## src/sv/i2crm_pkg.sv

```systemverilog
// types and constants for the i2c register master
// no dependencies; imported by i2c_register_master
`timescale 1ns / 1ps

package i2crm_pkg;

  localparam int unsigned DelayWidth = 16;
  localparam int unsigned BitCntWidth = 4;
  localparam logic [BitCntWidth-1:0] BitsPerByte = 4'd8;
  localparam logic [7:0] ReadBit = 8'h01;

  typedef enum logic [1:0] {
    CMD_TICK  = 2'd0,
    CMD_WRITE = 2'd1,
    CMD_READ  = 2'd2
  } cmd_e;

  typedef enum logic [3:0] {
    PH_IDLE      = 4'd0,
    PH_START_A   = 4'd1,
    PH_START_B   = 4'd2,
    PH_WBIT_LOW  = 4'd3,
    PH_WBIT_HIGH = 4'd4,
    PH_ACK_HOLD  = 4'd5,
    PH_ACK_LOW   = 4'd6,
    PH_ACK_HIGH  = 4'd7,
    PH_RBIT_LOW  = 4'd8,
    PH_RBIT_HIGH = 4'd9,
    PH_MACK_LOW  = 4'd10,
    PH_MACK_HIGH = 4'd11,
    PH_STOP_LOW  = 4'd12,
    PH_STOP_HIGH = 4'd13
  } phase_e;

  typedef enum logic [1:0] {
    KIND_DEV   = 2'd0,
    KIND_REG   = 2'd1,
    KIND_DEVRD = 2'd2,
    KIND_DATA  = 2'd3
  } kind_e;

endpackage

```

## src/sv/i2c_register_master.sv

```systemverilog
// i2c register master: bus sequencer advanced by one tick per input transaction
// depends on i2crm_pkg
`timescale 1ns / 1ps

// Each input transaction is one bus timing tick and yields exactly one result
// transaction in the next cycle; a tick can be accepted in any unstalled cycle.
// The sequencer state sits in registers and one pass of short next-state logic
// advances it; the result sits in a single output register that is refilled
// in the same cycle it is taken. Input is stalled only while that register
// holds an untaken result. delay_ticks sets the number of ticks per half-bit
// segment (0 behaves as 1); write it only while the bus is idle.
module i2c_register_master (
  input  logic                           clk_i,
  input  logic                           rst_ni,
  input  logic                           cfg_we_i,
  input  logic [i2crm_pkg::DelayWidth-1:0] cfg_wdata_i,
  input  logic                           in_valid_i,
  output logic                           in_stall_o,
  input  logic [1:0]                     command_i,
  input  logic [7:0]                     dev_addr_i,
  input  logic [7:0]                     reg_addr_i,
  input  logic [7:0]                     length_i,
  input  logic [7:0]                     tx_byte_i,
  input  logic                           sda_in_i,
  output logic                           out_valid_o,
  input  logic                           out_stall_i,
  output logic                           scl_level_o,
  output logic                           sda_level_o,
  output logic                           busy_res_o,
  output logic                           tx_taken_o,
  output logic                           rx_valid_o,
  output logic [7:0]                     rx_byte_o,
  output logic                           rx_last_o,
  output logic                           ack_valid_o,
  output logic                           ack_seen_o
);
  import i2crm_pkg::*;

  logic [DelayWidth-1:0]  delay_ticks_q;
  phase_e                 phase_q, phase_d;
  kind_e                  kind_q, kind_d;
  logic [BitCntWidth-1:0] bit_count_q, bit_count_d;
  logic [7:0]             byte_count_q, byte_count_d;
  logic [7:0]             shift_q, shift_d;
  logic [7:0]             saved_device_q, saved_device_d;
  logic [7:0]             saved_register_q, saved_register_d;
  logic                   read_mode_q, read_mode_d;
  logic [DelayWidth-1:0]  delay_count_q, delay_count_d;
  logic                   scl_q, scl_d;
  logic                   sda_q, sda_d;

  logic                   out_valid_q;
  logic                   tx_taken_q, rx_valid_q, rx_last_q, ack_valid_q, ack_seen_q;
  logic [7:0]             rx_byte_q;
  logic                   tx_taken_d, rx_valid_d, rx_last_d, ack_valid_d, ack_seen_d;
  logic [7:0]             rx_byte_d;

  logic                   in_acc;
  logic [DelayWidth:0]    cnt_next;
  logic                   seg_end;
  logic                   active;
  logic [BitCntWidth-1:0] bit_next;
  logic [7:0]             shift_rx;
  logic [7:0]             byte_dec;

  assign in_stall_o = out_valid_q & out_stall_i;
  assign in_acc     = in_valid_i & ~in_stall_o;

  assign cnt_next = {1'b0, delay_count_q} + {{DelayWidth{1'b0}}, 1'b1};
  assign seg_end  = cnt_next >= {1'b0, delay_ticks_q};
  assign active   = in_acc && (phase_q != PH_IDLE) && seg_end;
  assign bit_next = bit_count_q + {{(BitCntWidth-1){1'b0}}, 1'b1};
  assign shift_rx = {shift_q[6:0], sda_in_i};
  assign byte_dec = byte_count_q - 8'd1;

  // next state of the sequencer
  always_comb begin
    phase_d          = phase_q;
    kind_d           = kind_q;
    bit_count_d      = bit_count_q;
    byte_count_d     = byte_count_q;
    shift_d          = shift_q;
    saved_device_d   = saved_device_q;
    saved_register_d = saved_register_q;
    read_mode_d      = read_mode_q;
    delay_count_d    = delay_count_q;
    scl_d            = scl_q;
    sda_d            = sda_q;
    if (in_acc) begin
      if (phase_q == PH_IDLE) begin
        if (command_i == CMD_WRITE || command_i == CMD_READ) begin
          saved_device_d   = dev_addr_i;
          saved_register_d = reg_addr_i;
          byte_count_d     = length_i;
          read_mode_d      = (command_i == CMD_READ);
          kind_d           = KIND_DEV;
          phase_d          = PH_START_A;
          scl_d            = 1'b1;
          sda_d            = 1'b1;
          delay_count_d    = '0;
        end
      end else if (!seg_end) begin
        delay_count_d = cnt_next[DelayWidth-1:0];
      end else begin
        delay_count_d = '0;
        unique case (phase_q)
          PH_START_A: begin
            phase_d = PH_START_B;
            scl_d   = 1'b1;
            sda_d   = 1'b0;
          end
          PH_START_B: begin
            // repeated start sends the device address with the read bit set
            shift_d     = (kind_q == KIND_DEVRD) ? (saved_device_q | ReadBit)
                                                 : saved_device_q;
            kind_d      = (kind_q == KIND_DEVRD) ? KIND_DEVRD : KIND_DEV;
            bit_count_d = '0;
            phase_d     = PH_WBIT_LOW;
            scl_d       = 1'b0;
            sda_d       = (kind_q == KIND_DEVRD) ? (saved_device_q[7] | ReadBit[7])
                                                 : saved_device_q[7];
          end
          PH_WBIT_LOW: begin
            phase_d = PH_WBIT_HIGH;
            scl_d   = 1'b1;
          end
          PH_WBIT_HIGH: begin
            shift_d     = {shift_q[6:0], 1'b0};
            bit_count_d = bit_next;
            scl_d       = 1'b0;
            if (bit_next < BitsPerByte) begin
              phase_d = PH_WBIT_LOW;
              sda_d   = shift_q[6];
            end else begin
              phase_d = PH_ACK_HOLD;
            end
          end
          PH_ACK_HOLD: begin
            phase_d = PH_ACK_LOW;
            scl_d   = 1'b0;
            sda_d   = 1'b1;
          end
          PH_ACK_LOW: begin
            phase_d = PH_ACK_HIGH;
            scl_d   = 1'b1;
            sda_d   = 1'b1;
          end
          PH_ACK_HIGH: begin
            scl_d = 1'b0;
            if (kind_q == KIND_DEV) begin
              kind_d      = KIND_REG;
              shift_d     = saved_register_q;
              bit_count_d = '0;
              phase_d     = PH_WBIT_LOW;
              sda_d       = saved_register_q[7];
            end else if (kind_q == KIND_REG && read_mode_q) begin
              kind_d  = KIND_DEVRD;
              phase_d = PH_START_A;
              scl_d   = 1'b1;
              sda_d   = 1'b1;
            end else if (kind_q == KIND_DEVRD) begin
              if (byte_count_q != 8'd0) begin
                bit_count_d = '0;
                shift_d     = '0;
                phase_d     = PH_RBIT_LOW;
                sda_d       = 1'b1;
              end else begin
                phase_d = PH_STOP_LOW;
                sda_d   = 1'b0;
              end
            end else if (byte_count_q != 8'd0) begin
              byte_count_d = byte_dec;
              kind_d       = KIND_DATA;
              shift_d      = tx_byte_i;
              bit_count_d  = '0;
              phase_d      = PH_WBIT_LOW;
              sda_d        = tx_byte_i[7];
            end else begin
              phase_d = PH_STOP_LOW;
              sda_d   = 1'b0;
            end
          end
          PH_RBIT_LOW: begin
            phase_d = PH_RBIT_HIGH;
            scl_d   = 1'b1;
            sda_d   = 1'b1;
          end
          PH_RBIT_HIGH: begin
            shift_d     = shift_rx;
            bit_count_d = bit_next;
            scl_d       = 1'b0;
            if (bit_next < BitsPerByte) begin
              phase_d = PH_RBIT_LOW;
              sda_d   = 1'b1;
            end else begin
              // ack every byte but the last, which gets a nack
              byte_count_d = byte_dec;
              phase_d      = PH_MACK_LOW;
              sda_d        = (byte_dec == 8'd0);
            end
          end
          PH_MACK_LOW: begin
            phase_d = PH_MACK_HIGH;
            scl_d   = 1'b1;
          end
          PH_MACK_HIGH: begin
            scl_d = 1'b0;
            if (byte_count_q != 8'd0) begin
              bit_count_d = '0;
              shift_d     = '0;
              phase_d     = PH_RBIT_LOW;
              sda_d       = 1'b1;
            end else begin
              phase_d = PH_STOP_LOW;
              sda_d   = 1'b0;
            end
          end
          PH_STOP_LOW: begin
            phase_d = PH_STOP_HIGH;
            scl_d   = 1'b1;
            sda_d   = 1'b0;
          end
          default: begin
            phase_d = PH_IDLE;
            scl_d   = 1'b1;
            sda_d   = 1'b1;
          end
        endcase
      end
    end
  end

  // per-tick result flags
  always_comb begin
    tx_taken_d  = 1'b0;
    rx_valid_d  = 1'b0;
    rx_byte_d   = '0;
    rx_last_d   = 1'b0;
    ack_valid_d = 1'b0;
    ack_seen_d  = 1'b0;
    if (active) begin
      unique case (phase_q)
        PH_ACK_HIGH: begin
          ack_valid_d = 1'b1;
          ack_seen_d  = ~sda_in_i;
          tx_taken_d  = (kind_q == KIND_DATA || (kind_q == KIND_REG && !read_mode_q))
                        && byte_count_q != 8'd0;
        end
        PH_RBIT_HIGH: begin
          if (!(bit_next < BitsPerByte)) begin
            rx_valid_d = 1'b1;
            rx_byte_d  = shift_rx;
            rx_last_d  = (byte_dec == 8'd0);
          end
        end
        default: begin
          tx_taken_d = 1'b0;
        end
      endcase
    end
  end

  always_ff @(posedge clk_i or negedge rst_ni) begin
    if (!rst_ni) begin
      delay_ticks_q    <= {{(DelayWidth-1){1'b0}}, 1'b1};
      phase_q          <= PH_IDLE;
      kind_q           <= KIND_DEV;
      bit_count_q      <= '0;
      byte_count_q     <= '0;
      shift_q          <= '0;
      saved_device_q   <= '0;
      saved_register_q <= '0;
      read_mode_q      <= 1'b0;
      delay_count_q    <= '0;
      scl_q            <= 1'b1;
      sda_q            <= 1'b1;
      out_valid_q      <= 1'b0;
    end else begin
      if (cfg_we_i) begin
        delay_ticks_q <= cfg_wdata_i;
      end
      phase_q          <= phase_d;
      kind_q           <= kind_d;
      bit_count_q      <= bit_count_d;
      byte_count_q     <= byte_count_d;
      shift_q          <= shift_d;
      saved_device_q   <= saved_device_d;
      saved_register_q <= saved_register_d;
      read_mode_q      <= read_mode_d;
      delay_count_q    <= delay_count_d;
      scl_q            <= scl_d;
      sda_q            <= sda_d;
      if (in_acc) begin
        out_valid_q <= 1'b1;
      end else if (!out_stall_i) begin
        out_valid_q <= 1'b0;
      end
    end
  end

  // result payload, loaded with each accepted tick
  always_ff @(posedge clk_i) begin
    if (in_acc) begin
      tx_taken_q  <= tx_taken_d;
      rx_valid_q  <= rx_valid_d;
      rx_byte_q   <= rx_byte_d;
      rx_last_q   <= rx_last_d;
      ack_valid_q <= ack_valid_d;
      ack_seen_q  <= ack_seen_d;
    end
  end

  // drive levels and busy are the state after the tick, so they come from the
  // sequencer registers, which only move on an accepted tick
  assign out_valid_o = out_valid_q;
  assign scl_level_o = scl_q;
  assign sda_level_o = sda_q;
  assign busy_res_o  = (phase_q != PH_IDLE);
  assign tx_taken_o  = tx_taken_q;
  assign rx_valid_o  = rx_valid_q;
  assign rx_byte_o   = rx_byte_q;
  assign rx_last_o   = rx_last_q;
  assign ack_valid_o = ack_valid_q;
  assign ack_seen_o  = ack_seen_q;

endmodule

```

## config.mk

```make
export PLATFORM = sky130hd
export DESIGN_NAME = i2c_register_master
export DESIGN_NICKNAME = d
export VERILOG_FILES = /design/src/sv/i2crm_pkg.sv /design/src/sv/i2c_register_master.sv
export SDC_FILE = /design/constraint.sdc
export NUM_CORES = 1
export LEC_CHECK = 0
export BUFFER_PORTS_ARGS = -buffer_cell sky130_fd_sc_hd__buf_2
export CAP_MARGIN = 0
export CORE_UTILIZATION = 52
export CTS_CLUSTER_DIAMETER = 100
export DETAILED_ROUTE_END_ITERATION = 12
export GPL_ROUTABILITY_DRIVEN = 0
export PLACE_DENSITY = 0.76
export SLEW_MARGIN = 40
export SYNTH_ARGS = -nofsm -noshare
export SYNTH_HDL_FRONTEND = slang
export SYNTH_SLANG_ARGS = --single-unit
```

## constraint.sdc

```tcl
create_clock -name clk_i -period 3.36 [get_ports clk_i]
set_input_delay 0.672 -clock clk_i [delete_from_list [all_inputs] [get_ports clk_i]]
set_output_delay 0.672 -clock clk_i [all_outputs]
set_load 0.03 [all_outputs]
```

==> flow_summary.json, run 1 <==
{
  "comb_power_share_pct": 40.6,
  "grt_pass1_wl_um": 19900,
  "syn_area_um2": 5330,
  "vias_per_cell": 5.91,
  "yosysWarningCount": 0,
  "syn_nets": 630,
  "nets": 715,
  "nFillCells": 796,
  "fmax_mhz": 303,
  "power_leakage_nw": 2.79,
  "setup_violations": 0,
  "total_power_w": 0.00387,
  "grt_usage_pct": 24.1,
  "diodes": 0,
  "max_slew_margin_pct": 52.9,
  "drv_slew": 0,
  "clockBufferDepth": 2,
  "dieArea_um2": 10700,
  "power_density_nw_per_um2": 617,
  "io_buffers": 73,
  "maxCapViolCount": 0,
  "die_w_um": 103,
  "status": "finished clean",
  "clk_latency_ns": 0.35,
  "grt_pass1_vias": 4178,
  "fin_cells": 776,
  "critPathKind": "register to register",
  "yosys.area_share.simple_pct": 18.7,
  "grt_overflow": 0,
  "tns_ns": 0,
  "initial_core_util_pct": 54.0,
  "cell_internal_pwr_w": 0.00228,
  "drt-initial-drc-count": 496,
  "period_needed_ns": 3.30,
  "synth_fa_ha_area_share_pct": 4.93,
  "num_io_pins": 74,
  "clock-skew-final_ns": 0.0172,
  "dpl.cell_count": 755,
  "clock-root-buffer": "clkbuf_8",
  "cp_max_fo": 26,
  "synth_top_family_by_area": "compound AO/OA/AOI/OAI gates",
  "p_seq_share_pct": 42.3,
  "muxShareOfSynthArea_pct": 4.44,
  "ir_drop_uv": 310,
  "synth_xor_area_share_pct": 3.45,
  "grt_max_degree": 78,
  "antenna_found_initial": 0,
  "core_region_area_um2": 9860,
  "switching_share_pct": 41.1,
  "antenna_left": 0,
  "final_hold_viol_count": 0,
  "vias": 4587,
  "synth_area_per_cell_um2": 9.64,
  "synth_compound_area_share_pct": 20.6,
  "switchingPower_w": 0.00159,
  "cp-start-kind": "register",
  "die-height_um": 103,
  "drc": 0,
  "ys.flop_type": "dfrtp_1",
  "synth_edf_count": 13,
  "reg2reg_slack_ns": 0.06,
  "crit_required_ns": 3.59,
  "synth_cell_type_count": 72,
  "wirelength_um": 12900,
  "crit_arrival_ns": 3.53,
  "cts_sinks": 90,
  "syn_inst": 553,
  "layout-drive-gt1-share_pct": 28.0,
  "placed_area_um2": 5910,
  "final_area_um2": 6270,
  "hold_path.class": "primary input to async pin",
  "htreeDepth": 3,
  "rsz0062_at_grt": "yes",
  "layout_common_cells": "72 x dfrtp_1, 72 x buf_2, 56 x nand2_1, 50 x o21ai_0, 49 x nor2_1",
  "numCtsBuffers": 9,
  "async_flop_share_pct": 85.6,
  "rows": 36,
  "ys_seq_area_share_pct": 43.5,
  "dp_hpwl_um": 8950,
  "p_clk_share_pct": 17.1,
  "end_kind": "register",
  "area_growth_pct": 17.6,
  "wire_per_inst_um": 16.6,
  "cts_tree": "yes",
  "clk_pin_slew_ns": 0.10,
  "synth-seq-cells": 90,
  "max_slew.worst_pin.slew_ns": 0.707,
  "min_period_over_period_pct": 98.2,
  "drtPass1Iterations": 6
}
## cells by family after synthesis
group	after synthesis
compound gates	160
flops	90
xor+xnor	21
buf+inv	52
mux	21
simple gates	188
fa+ha+maj	21
## metrics by stage
stage,worst slack [ns],utilization [%],hold WS (ns)
after floorplan,0.189,-,0.376
final,0.0603,63.5,0.334
after global placement,-0.00243,59.9,0.472
after CTS,0.00207,61.8,0.373
after detailed placement,-0.123,59.9,0.481
after global routing,-0.156,63.5,0.402
## cells in the mapped netlist, types with 6 or more instances
library cell / n / area share [%]
a21oi_1: 22 / 2.1
a221oi_1: 6 / 0.99
a22o_1: 13 / 2.1
a22oi_1: 6 / 0.85
a31oi_1: 6 / 0.70
and2_1: 10 / 1.2
buf_2: 8 / 0.75
clkbuf_1: 11 / 0.77
dfrtp_1: 74 / 35
edfxtp_1: 13 / 7.3
ha_1: 21 / 4.9
inv_1: 25 / 1.8
mux2_2: 19 / 4.0
nand2_1: 57 / 4.0
nand3_1: 8 / 0.75
nand4_1: 8 / 0.94
nor2_1: 51 / 3.6
nor2b_1: 7 / 0.82
nor3_1: 9 / 0.85
o21ai_0: 55 / 5.2
o21ai_1: 7 / 0.66
o22a_1: 8 / 1.3
xnor2_1: 8 / 1.3
xor2_1: 13 / 2.1
## critical path, cell delays in order (launching register included)
cell	delay (ns)
dfrtp_1	0.38
buf_4	0.15
nand4_1	0.16
nor2_4	0.17
nand3_2	0.11
buf_4	0.18
xnor2_1	0.13
ha_1	0.31
a211oi_2	0.24
o21ai_1	0.10
o211ai_1	0.21
nand3_1	0.19
o21ai_2	0.30
buf_12	0.20
nor2_1	0.06
a221o_1	0.28
## repair_timing
item / in CTS / in global routing
hold buffers: 0 / 0
endpoints found under the setup margin: 20 / 56
setup buffers: 0 / 5
gates cloned: 0 / 0
pin swaps: 1 / 14
gates resized for setup: 2 / 31
## power by group through the flow
stage / Clock (W) / Combinational (W) / Sequential (W)
final: 0.000661 / 0.00157 / 0.00164
after global routing: 0.000719 / 0.00172 / 0.00167
after CTS: 0.000670 / 0.00151 / 0.00162
after detailed placement: 0 / 0.00150 / 0.00164
after global placement: 0 / 0.00144 / 0.00163
after floorplan: 0 / 0.00115 / 0.00156
## metal layers
layer / up-vias / global-route usage [%] / part of all wire, %
met3: 28 / 2.55 / 5.0
met1: 2202 / 34.9 / 45
met2: 178 / 38.5 / 48
li1: 2179 / - / -
met5: - / 0 / 0
met4: 0 / 7.15 / 1.9
## final cells by class
cell class	instances	area, um^2	area share [%]
clock buffers	10	128	2.04
clock inverters	6	43.8	0.699
inverters	26	97.6	1.56
multi-input cells	411	2920	46.6
flip-flops and latches	90	2320	37.1
well taps	133	166	2.66
repair buffers	100	587	9.36
## worst paths after layout
| path | to | start | cells past startpoint |
|---|---|---|---|
| min | delay_ticks_q[9]$_DFFE_PN0P_ | rst_ni | 1 |
| min reg2reg | scl_level_o$_DFFE_PN1P_ | scl_level_o$_DFFE_PN1P_ | 2 |
| max reg2reg | kind_q[1]$_DFFE_PN0P_ | delay_count_q[5]$_DFFE_PN0P_ | 15 |
| max in group asynchronous | delay_count_q[0]$_DFFE_PN0P_ | rst_ni | 1 |
| min in group clk_i | scl_level_o$_DFFE_PN1P_ | scl_level_o$_DFFE_PN1P_ | 2 |
| max | kind_q[1]$_DFFE_PN0P_ | delay_count_q[5]$_DFFE_PN0P_ | 15 |
## registers in the layout (all words and copies together) (netlist names)
| signal | count |
|---|---|
| tx_taken_o | 1 |
| delay_ticks_q | 16 |
| bit_count_q | 4 |
| phase_q | 4 |
| ack_seen_o | 1 |
| rx_last_o | 1 |
| ack_valid_o | 1 |
| read_mode_q | 1 |
| rx_byte_o | 8 |
| saved_register_q | 8 |
| saved_device_q | 8 |
| delay_count_q | 16 |
| scl_level_o | 1 |
| byte_count_q | 8 |
| sda_level_o | 1 |
| kind_q | 2 |
| shift_q | 7 |
| out_valid_o | 1 |
| rx_valid_o | 1 |
Power figures use the tool's default switching activity.
==> run 2, diff against run 1 <==
--- a/config.mk
+++ b/config.mk
@@ -11,7 +11,7 @@
 export CTS_CLUSTER_DIAMETER = 100
 export DETAILED_ROUTE_END_ITERATION = 12
 export GPL_ROUTABILITY_DRIVEN = 0
-export PLACE_DENSITY = 0.76
+export PLACE_DENSITY = 0.75
 export SLEW_MARGIN = 40
 export SYNTH_ARGS = -nofsm -noshare
 export SYNTH_HDL_FRONTEND = slang
==> flow_summary.json, run 2 (synthesis gave the netlist of run 1 again) <==
{
  "crit_top_cell": "buf_4",
  "dp_hpwl_um": 8900,
  "worst_slack_ns": 0.0468,
  "antenna_left": 0,
  "reg2reg_slack_ns": 0.05,
  "numCtsBuffers": 9,
  "vias_per_cell": 5.86,
  "num_io_pins": 74,
  "path_cells": "ha_4, nand3_2, nor2_4, nand3_1, buf_4, xnor2_1, ha_1, and4_1, a31oi_4, nor3_1, o221ai_1, buf_4, o21ai_0, o41ai_2",
  "rsz0062_at_grt": "yes",
  "ir_drop_uv": 316,
  "layout_common_cells": "73 x buf_2, 72 x dfrtp_1, 57 x nand2_1, 53 x o21ai_0, 49 x nor2_1",
  "rows": 36,
  "ff_latch_area_um2": 2320,
  "drv_slew": 0,
  "hold_path.class": "primary input to async pin",
  "clk_pin_slew_ns": 0.10,
  "cp_num_buf_inv": 2,
  "cts_tree": "yes",
  "clock-root-buffer": "clkbuf_8",
  "multi_input_area_um2": 2880,
  "max_slew_margin_pct": 46.6,
  "clock-skew-final_ns": 0.0177,
  "cp_slowest_cell": "dfrtp_2",
  "nFillCells": 796,
  "grt_pass1_vias": 4327,
  "placed_area_um2": 5890,
  "io_buffers": 73,
  "initial_core_util_pct": 54.0,
  "place_ws_ns": -0.115,
  "wirelength_um": 13000,
  "min_period_over_period_pct": 98.6,
  "core_region_area_um2": 9860,
  "cp_max_fo": 9,
  "area_growth_pct": 18.4,
  "setup_violations": 0,
  "tns_ns": 0,
  "grt_usage_pct": 24.9,
  "fmax_mhz": 302,
  "grt_pass1_wl_um": 20400,
  "crit_arrival_ns": 3.54,
  "die_w_um": 103,
  "cp-start-kind": "register",
  "maxCapViolCount": 0,
  "wire_per_inst_um": 16.7,
  "drt-initial-drc-count": 273,
  "nets": 718,
  "drtPass1Iterations": 6,
  "crit_required_ns": 3.59,
  "power_density_nw_per_um2": 642,
  "top_regs": "delay_count_q (16), delay_ticks_q (16)",
  "status": "finished clean",
  "cts_sinks": 90,
  "htreeDepth": 3,
  "mostFrequentLayoutCell": "buf_2",
  "drc": 0,
  "clockBufferDepth": 2,
  "critPathKind": "register to register",
  "power_leakage_nw": 2.84,
  "critPathTopFamily": "simple AND/OR/NAND/NOR gates",
  "max_slew.worst_pin.slew_ns": 0.795,
  "grt_overflow": 0,
  "cp_slowest_stage_delay_ns": 0.43,
  "layout-drive-gt1-share_pct": 27.9,
  "final_hold_viol_count": 0,
  "period_needed_ns": 3.31,
  "end_kind": "register",
  "grt_max_degree": 78,
  "dieArea_um2": 10700,
  "diodes": 0,
  "total_power_w": 0.00405,
  "vias": 4568,
  "final_area_um2": 6310,
  "die-height_um": 103,
  "antenna_found_initial": 0,
  "clk_latency_ns": 0.37
}
==> run 2: cell count changes in the layout (fill, tap and decap cells not counted), sizes merged <==
cell,change
clkinvlp,-1
bufinv,+2
buf,+3
clkbuf,+2
clkinv,-3
==> run 2: worst reg2reg max path: cells and delay by family (launching register included) <==
family	cells	cell delay (ns)
DFF	1	0.43
xor gates and xnor gates	1	0.13
and+or+nand+nor	5	0.98
AOI/OAI and AO/OA	4	0.73
buffers and inverters	2	0.42
adders and majority gates	2	0.50
==> run 2: where the power goes <==
group | switching, W | internal (W) | total, W
Combinational | 0.000887 | 0.000673 | 0.00156
Sequential | 0.000297 | 0.00134 | 0.00164
Clock | 0.000391 | 0.000460 | 0.000852
Total | 0.00158 | 0.00248 | 0.00405
==> run 2: routing by layer <==
metal | up-vias | global-route usage (%) | share of wire (%)
met4 | 0 | 9.43 | 2.1
met3 | 20 | 3.70 | 6.1
met1 | 2206 | 33.6 | 43
li1 | 2182 | - | -
met2 | 160 | 40.9 | 49
met5 | - | 0 | 0
==> run 2: what timing repair did <==
item	in CTS	in global routing
gates cloned	0	1
endpoints found under the setup margin	19	45
setup buffers	0	10
resized for setup	1	22
pin swaps	0	9
hold buffers	0	0
endpoints found under the hold margin	0	0
==> run 2: layout make-up <==
cell class                 count  area share, %
clock buffer                  12           2.46
clock inverter                 4           1.19
inverter                      26           1.55
multi-input combinational    411           45.7
sequential                    90           36.8
tap                          133           2.64
timing repair buffer         103           9.67
==> run 2: per-stage QoR <==
step           std cells  utilization [%]  hold WS, ns
3_3_place_gp         752             59.7        0.464
5_1_grt              779             64.0        0.391
3_5_place_dp         752             59.7        0.471
6_report             779             64.0        0.315
4_1_cts              768             62.1        0.358
2_1_floorplan        553                -        0.376
==> run 2: final timing paths <==
check                                        startpoint                            to  depth (start not counted)
max                        delay_count_q[0]$_DFFE_PN0P_    bit_count_q[2]$_DFFE_PN0P_                         14
min                                              rst_ni        phase_q[0]$_DFFE_PN0P_                          1
max reg2reg                delay_count_q[0]$_DFFE_PN0P_    bit_count_q[2]$_DFFE_PN0P_                         14
min reg2reg                     scl_level_o$_DFFE_PN1P_       scl_level_o$_DFFE_PN1P_                          2
max in group asynchronous                        rst_ni  delay_count_q[0]$_DFFE_PN0P_                          1
min in group clk_i              scl_level_o$_DFFE_PN1P_       scl_level_o$_DFFE_PN1P_                          2
==> run 3, diff against run 2 <==
--- a/config.mk
+++ b/config.mk
@@ -6,12 +6,15 @@
 export NUM_CORES = 1
 export LEC_CHECK = 0
 export BUFFER_PORTS_ARGS = -buffer_cell sky130_fd_sc_hd__buf_2
-export CAP_MARGIN = 0
-export CORE_UTILIZATION = 52
+export CAP_MARGIN = 20
+export CELL_PAD_IN_SITES_DETAIL_PLACEMENT = 0
+export CELL_PAD_IN_SITES_GLOBAL_PLACEMENT = 1
+export CORE_UTILIZATION = 40
 export CTS_CLUSTER_DIAMETER = 100
 export DETAILED_ROUTE_END_ITERATION = 12
 export GPL_ROUTABILITY_DRIVEN = 0
 export PLACE_DENSITY = 0.75
+export SKIP_CTS_REPAIR_TIMING = 1
 export SLEW_MARGIN = 40
 export SYNTH_ARGS = -nofsm -noshare
 export SYNTH_HDL_FRONTEND = slang
==> flow_summary.json, run 3 (synthesis gave the netlist of run 1 again) <==
{
  "period_needed_ns": 3.22,
  "wire_per_inst_um": 16.1,
  "initial_core_util_pct": 41.6,
  "layout-drive-gt1-share_pct": 27.5,
  "crit_arrival_ns": 3.45,
  "ff_latch_area_um2": 2320,
  "dp_hpwl_um": 9430,
  "ir_drop_uv": 285,
  "numCtsBuffers": 9,
  "crit_required_ns": 3.58,
  "clock-skew-final_ns": 0.0106,
  "antenna_left": 0,
  "setup_violations": 0,
  "reg2reg_slack_ns": 0.14,
  "rows": 41,
  "vias": 4511,
  "placed_area_um2": 5960,
  "die-height_um": 117,
  "grt_usage_pct": 20.1,
  "clk_latency_ns": 0.35,
  "clock-root-buffer": "clkbuf_16",
  "cts_tree": "yes",
  "layout_common_cells": "72 x dfrtp_1, 72 x buf_2, 57 x nand2_1, 53 x o21ai_0, 49 x nor2_1",
  "min_period_over_period_pct": 96.0,
  "final_hold_viol_count": 0,
  "critPathKind": "register to register",
  "die_w_um": 117,
  "total_power_w": 0.00412,
  "core_region_area_um2": 12800,
  "grt_max_degree": 78,
  "wirelength_um": 13200,
  "dieArea_um2": 13800,
  "drv_slew": 0,
  "power_leakage_nw": 2.88,
  "fmax_mhz": 310,
  "nFillCells": 1229,
  "vias_per_cell": 5.51,
  "cp-start-kind": "register",
  "grt_pass1_vias": 4481,
  "grt_overflow": 0,
  "clk_pin_slew_ns": 0.06,
  "fin_cells": 819,
  "cts_sinks": 90,
  "antenna_found_initial": 0,
  "nets": 719,
  "final_area_um2": 6440,
  "drtPass1Iterations": 5,
  "top_regs": "delay_count_q (16), delay_ticks_q (16)",
  "power_density_nw_per_um2": 640,
  "area_growth_pct": 20.8,
  "place_ws_ns": -0.123,
  "num_io_pins": 74,
  "drc": 0,
  "max_slew_margin_pct": 58.0,
  "grt_pass1_wl_um": 22200,
  "cp_max_fo": 8,
  "diodes": 0,
  "dpl.cell_count": 794,
  "max_slew.worst_pin.slew_ns": 0.630,
  "drt-initial-drc-count": 336,
  "maxCapViolCount": 0,
  "worst_slack_ns": 0.135,
  "htreeDepth": 3,
  "status": "finished clean",
  "io_buffers": 73,
  "hold_path.class": "primary input to async pin",
  "clockBufferDepth": 2,
  "multi_input_area_um2": 2910,
  "end_kind": "register"
}
==> run 3: cell types whose count changed in the layout (fill, tap and decap cells not counted), moves of 2 or more <==
cell	before	now
nor2_2	4	2
clkbuf_16	0	9
clkinv_2	0	2
bufinv_16	2	0
clkinv_1	0	3
clkinvlp_4	2	0
clkbuf_8	11	0
nor2_4	1	3
==> run 3: per-stage QoR <==
stage	hold WS, ns	TNS [ns]	util [%]
CTS	0.379	-2.44	48.5
finish	0.157	0	50.2
floorplan	0.376	0	-
global placement	0.465	-0.555	46.4
detailed placement	0.467	-1.98	46.5
global route	0.164	-0.234	50.2
==> run 3: final cells by class <==
cell class	instances	area share, %
clock buffer	11	3.62
sequential	90	36.1
multi-input combinational	411	45.1
tap	172	3.34
timing repair buffer	104	9.95
clock inverter	5	0.330
inverter	26	1.52
==> run 3: worst max-delay path, cell delays in order, from the launching register on <==
cell	delay, ns
dfrtp_1	0.38
buf_4	0.14
ha_4	0.16
nand3_4	0.10
nor2_4	0.13
nand3_2	0.10
buf_4	0.17
xnor2_1	0.13
ha_1	0.31
and4_1	0.24
a31oi_4	0.13
o31ai_4	0.32
a211o_1	0.30
nor2_4	0.07
buf_4	0.18
mux2_2	0.26
==> run 3: path summary, 6_finish.rpt <==
kind                                                 to  cells past startpoint                          from
setup / recovery           delay_count_q[0]$_DFFE_PN0P_                     15  delay_count_q[1]$_DFFE_PN0P_
hold / removal              byte_count_q[3]$_DFFE_PN0P_                      1                        rst_ni
setup reg to reg           delay_count_q[0]$_DFFE_PN0P_                     15  delay_count_q[1]$_DFFE_PN0P_
hold reg to reg                 scl_level_o$_DFFE_PN1P_                      2       scl_level_o$_DFFE_PN1P_
max in group asynchronous  delay_ticks_q[0]$_DFFE_PN1P_                      2                        rst_ni
min in group clk_i              scl_level_o$_DFFE_PN1P_                      2       scl_level_o$_DFFE_PN1P_
==> run 3: report_power, final <==
part	internal [W]	switching (W)
registers	0.00135	0.000284
clock network	0.000491	0.000397
logic	0.000698	0.000902
==> run 3: routing by layer <==
| layer | track usage (%) | up-vias | wire, um |
|---|---|---|---|
| met5 | 0 | - | 0 |
| met2 | 32.5 | 108 | 6440 |
| li1 | - | 2201 | - |
| met3 | 4.28 | 13 | 595 |
| met4 | 5.84 | 0 | 172 |
| met1 | 26.9 | 2189 | 5970 |
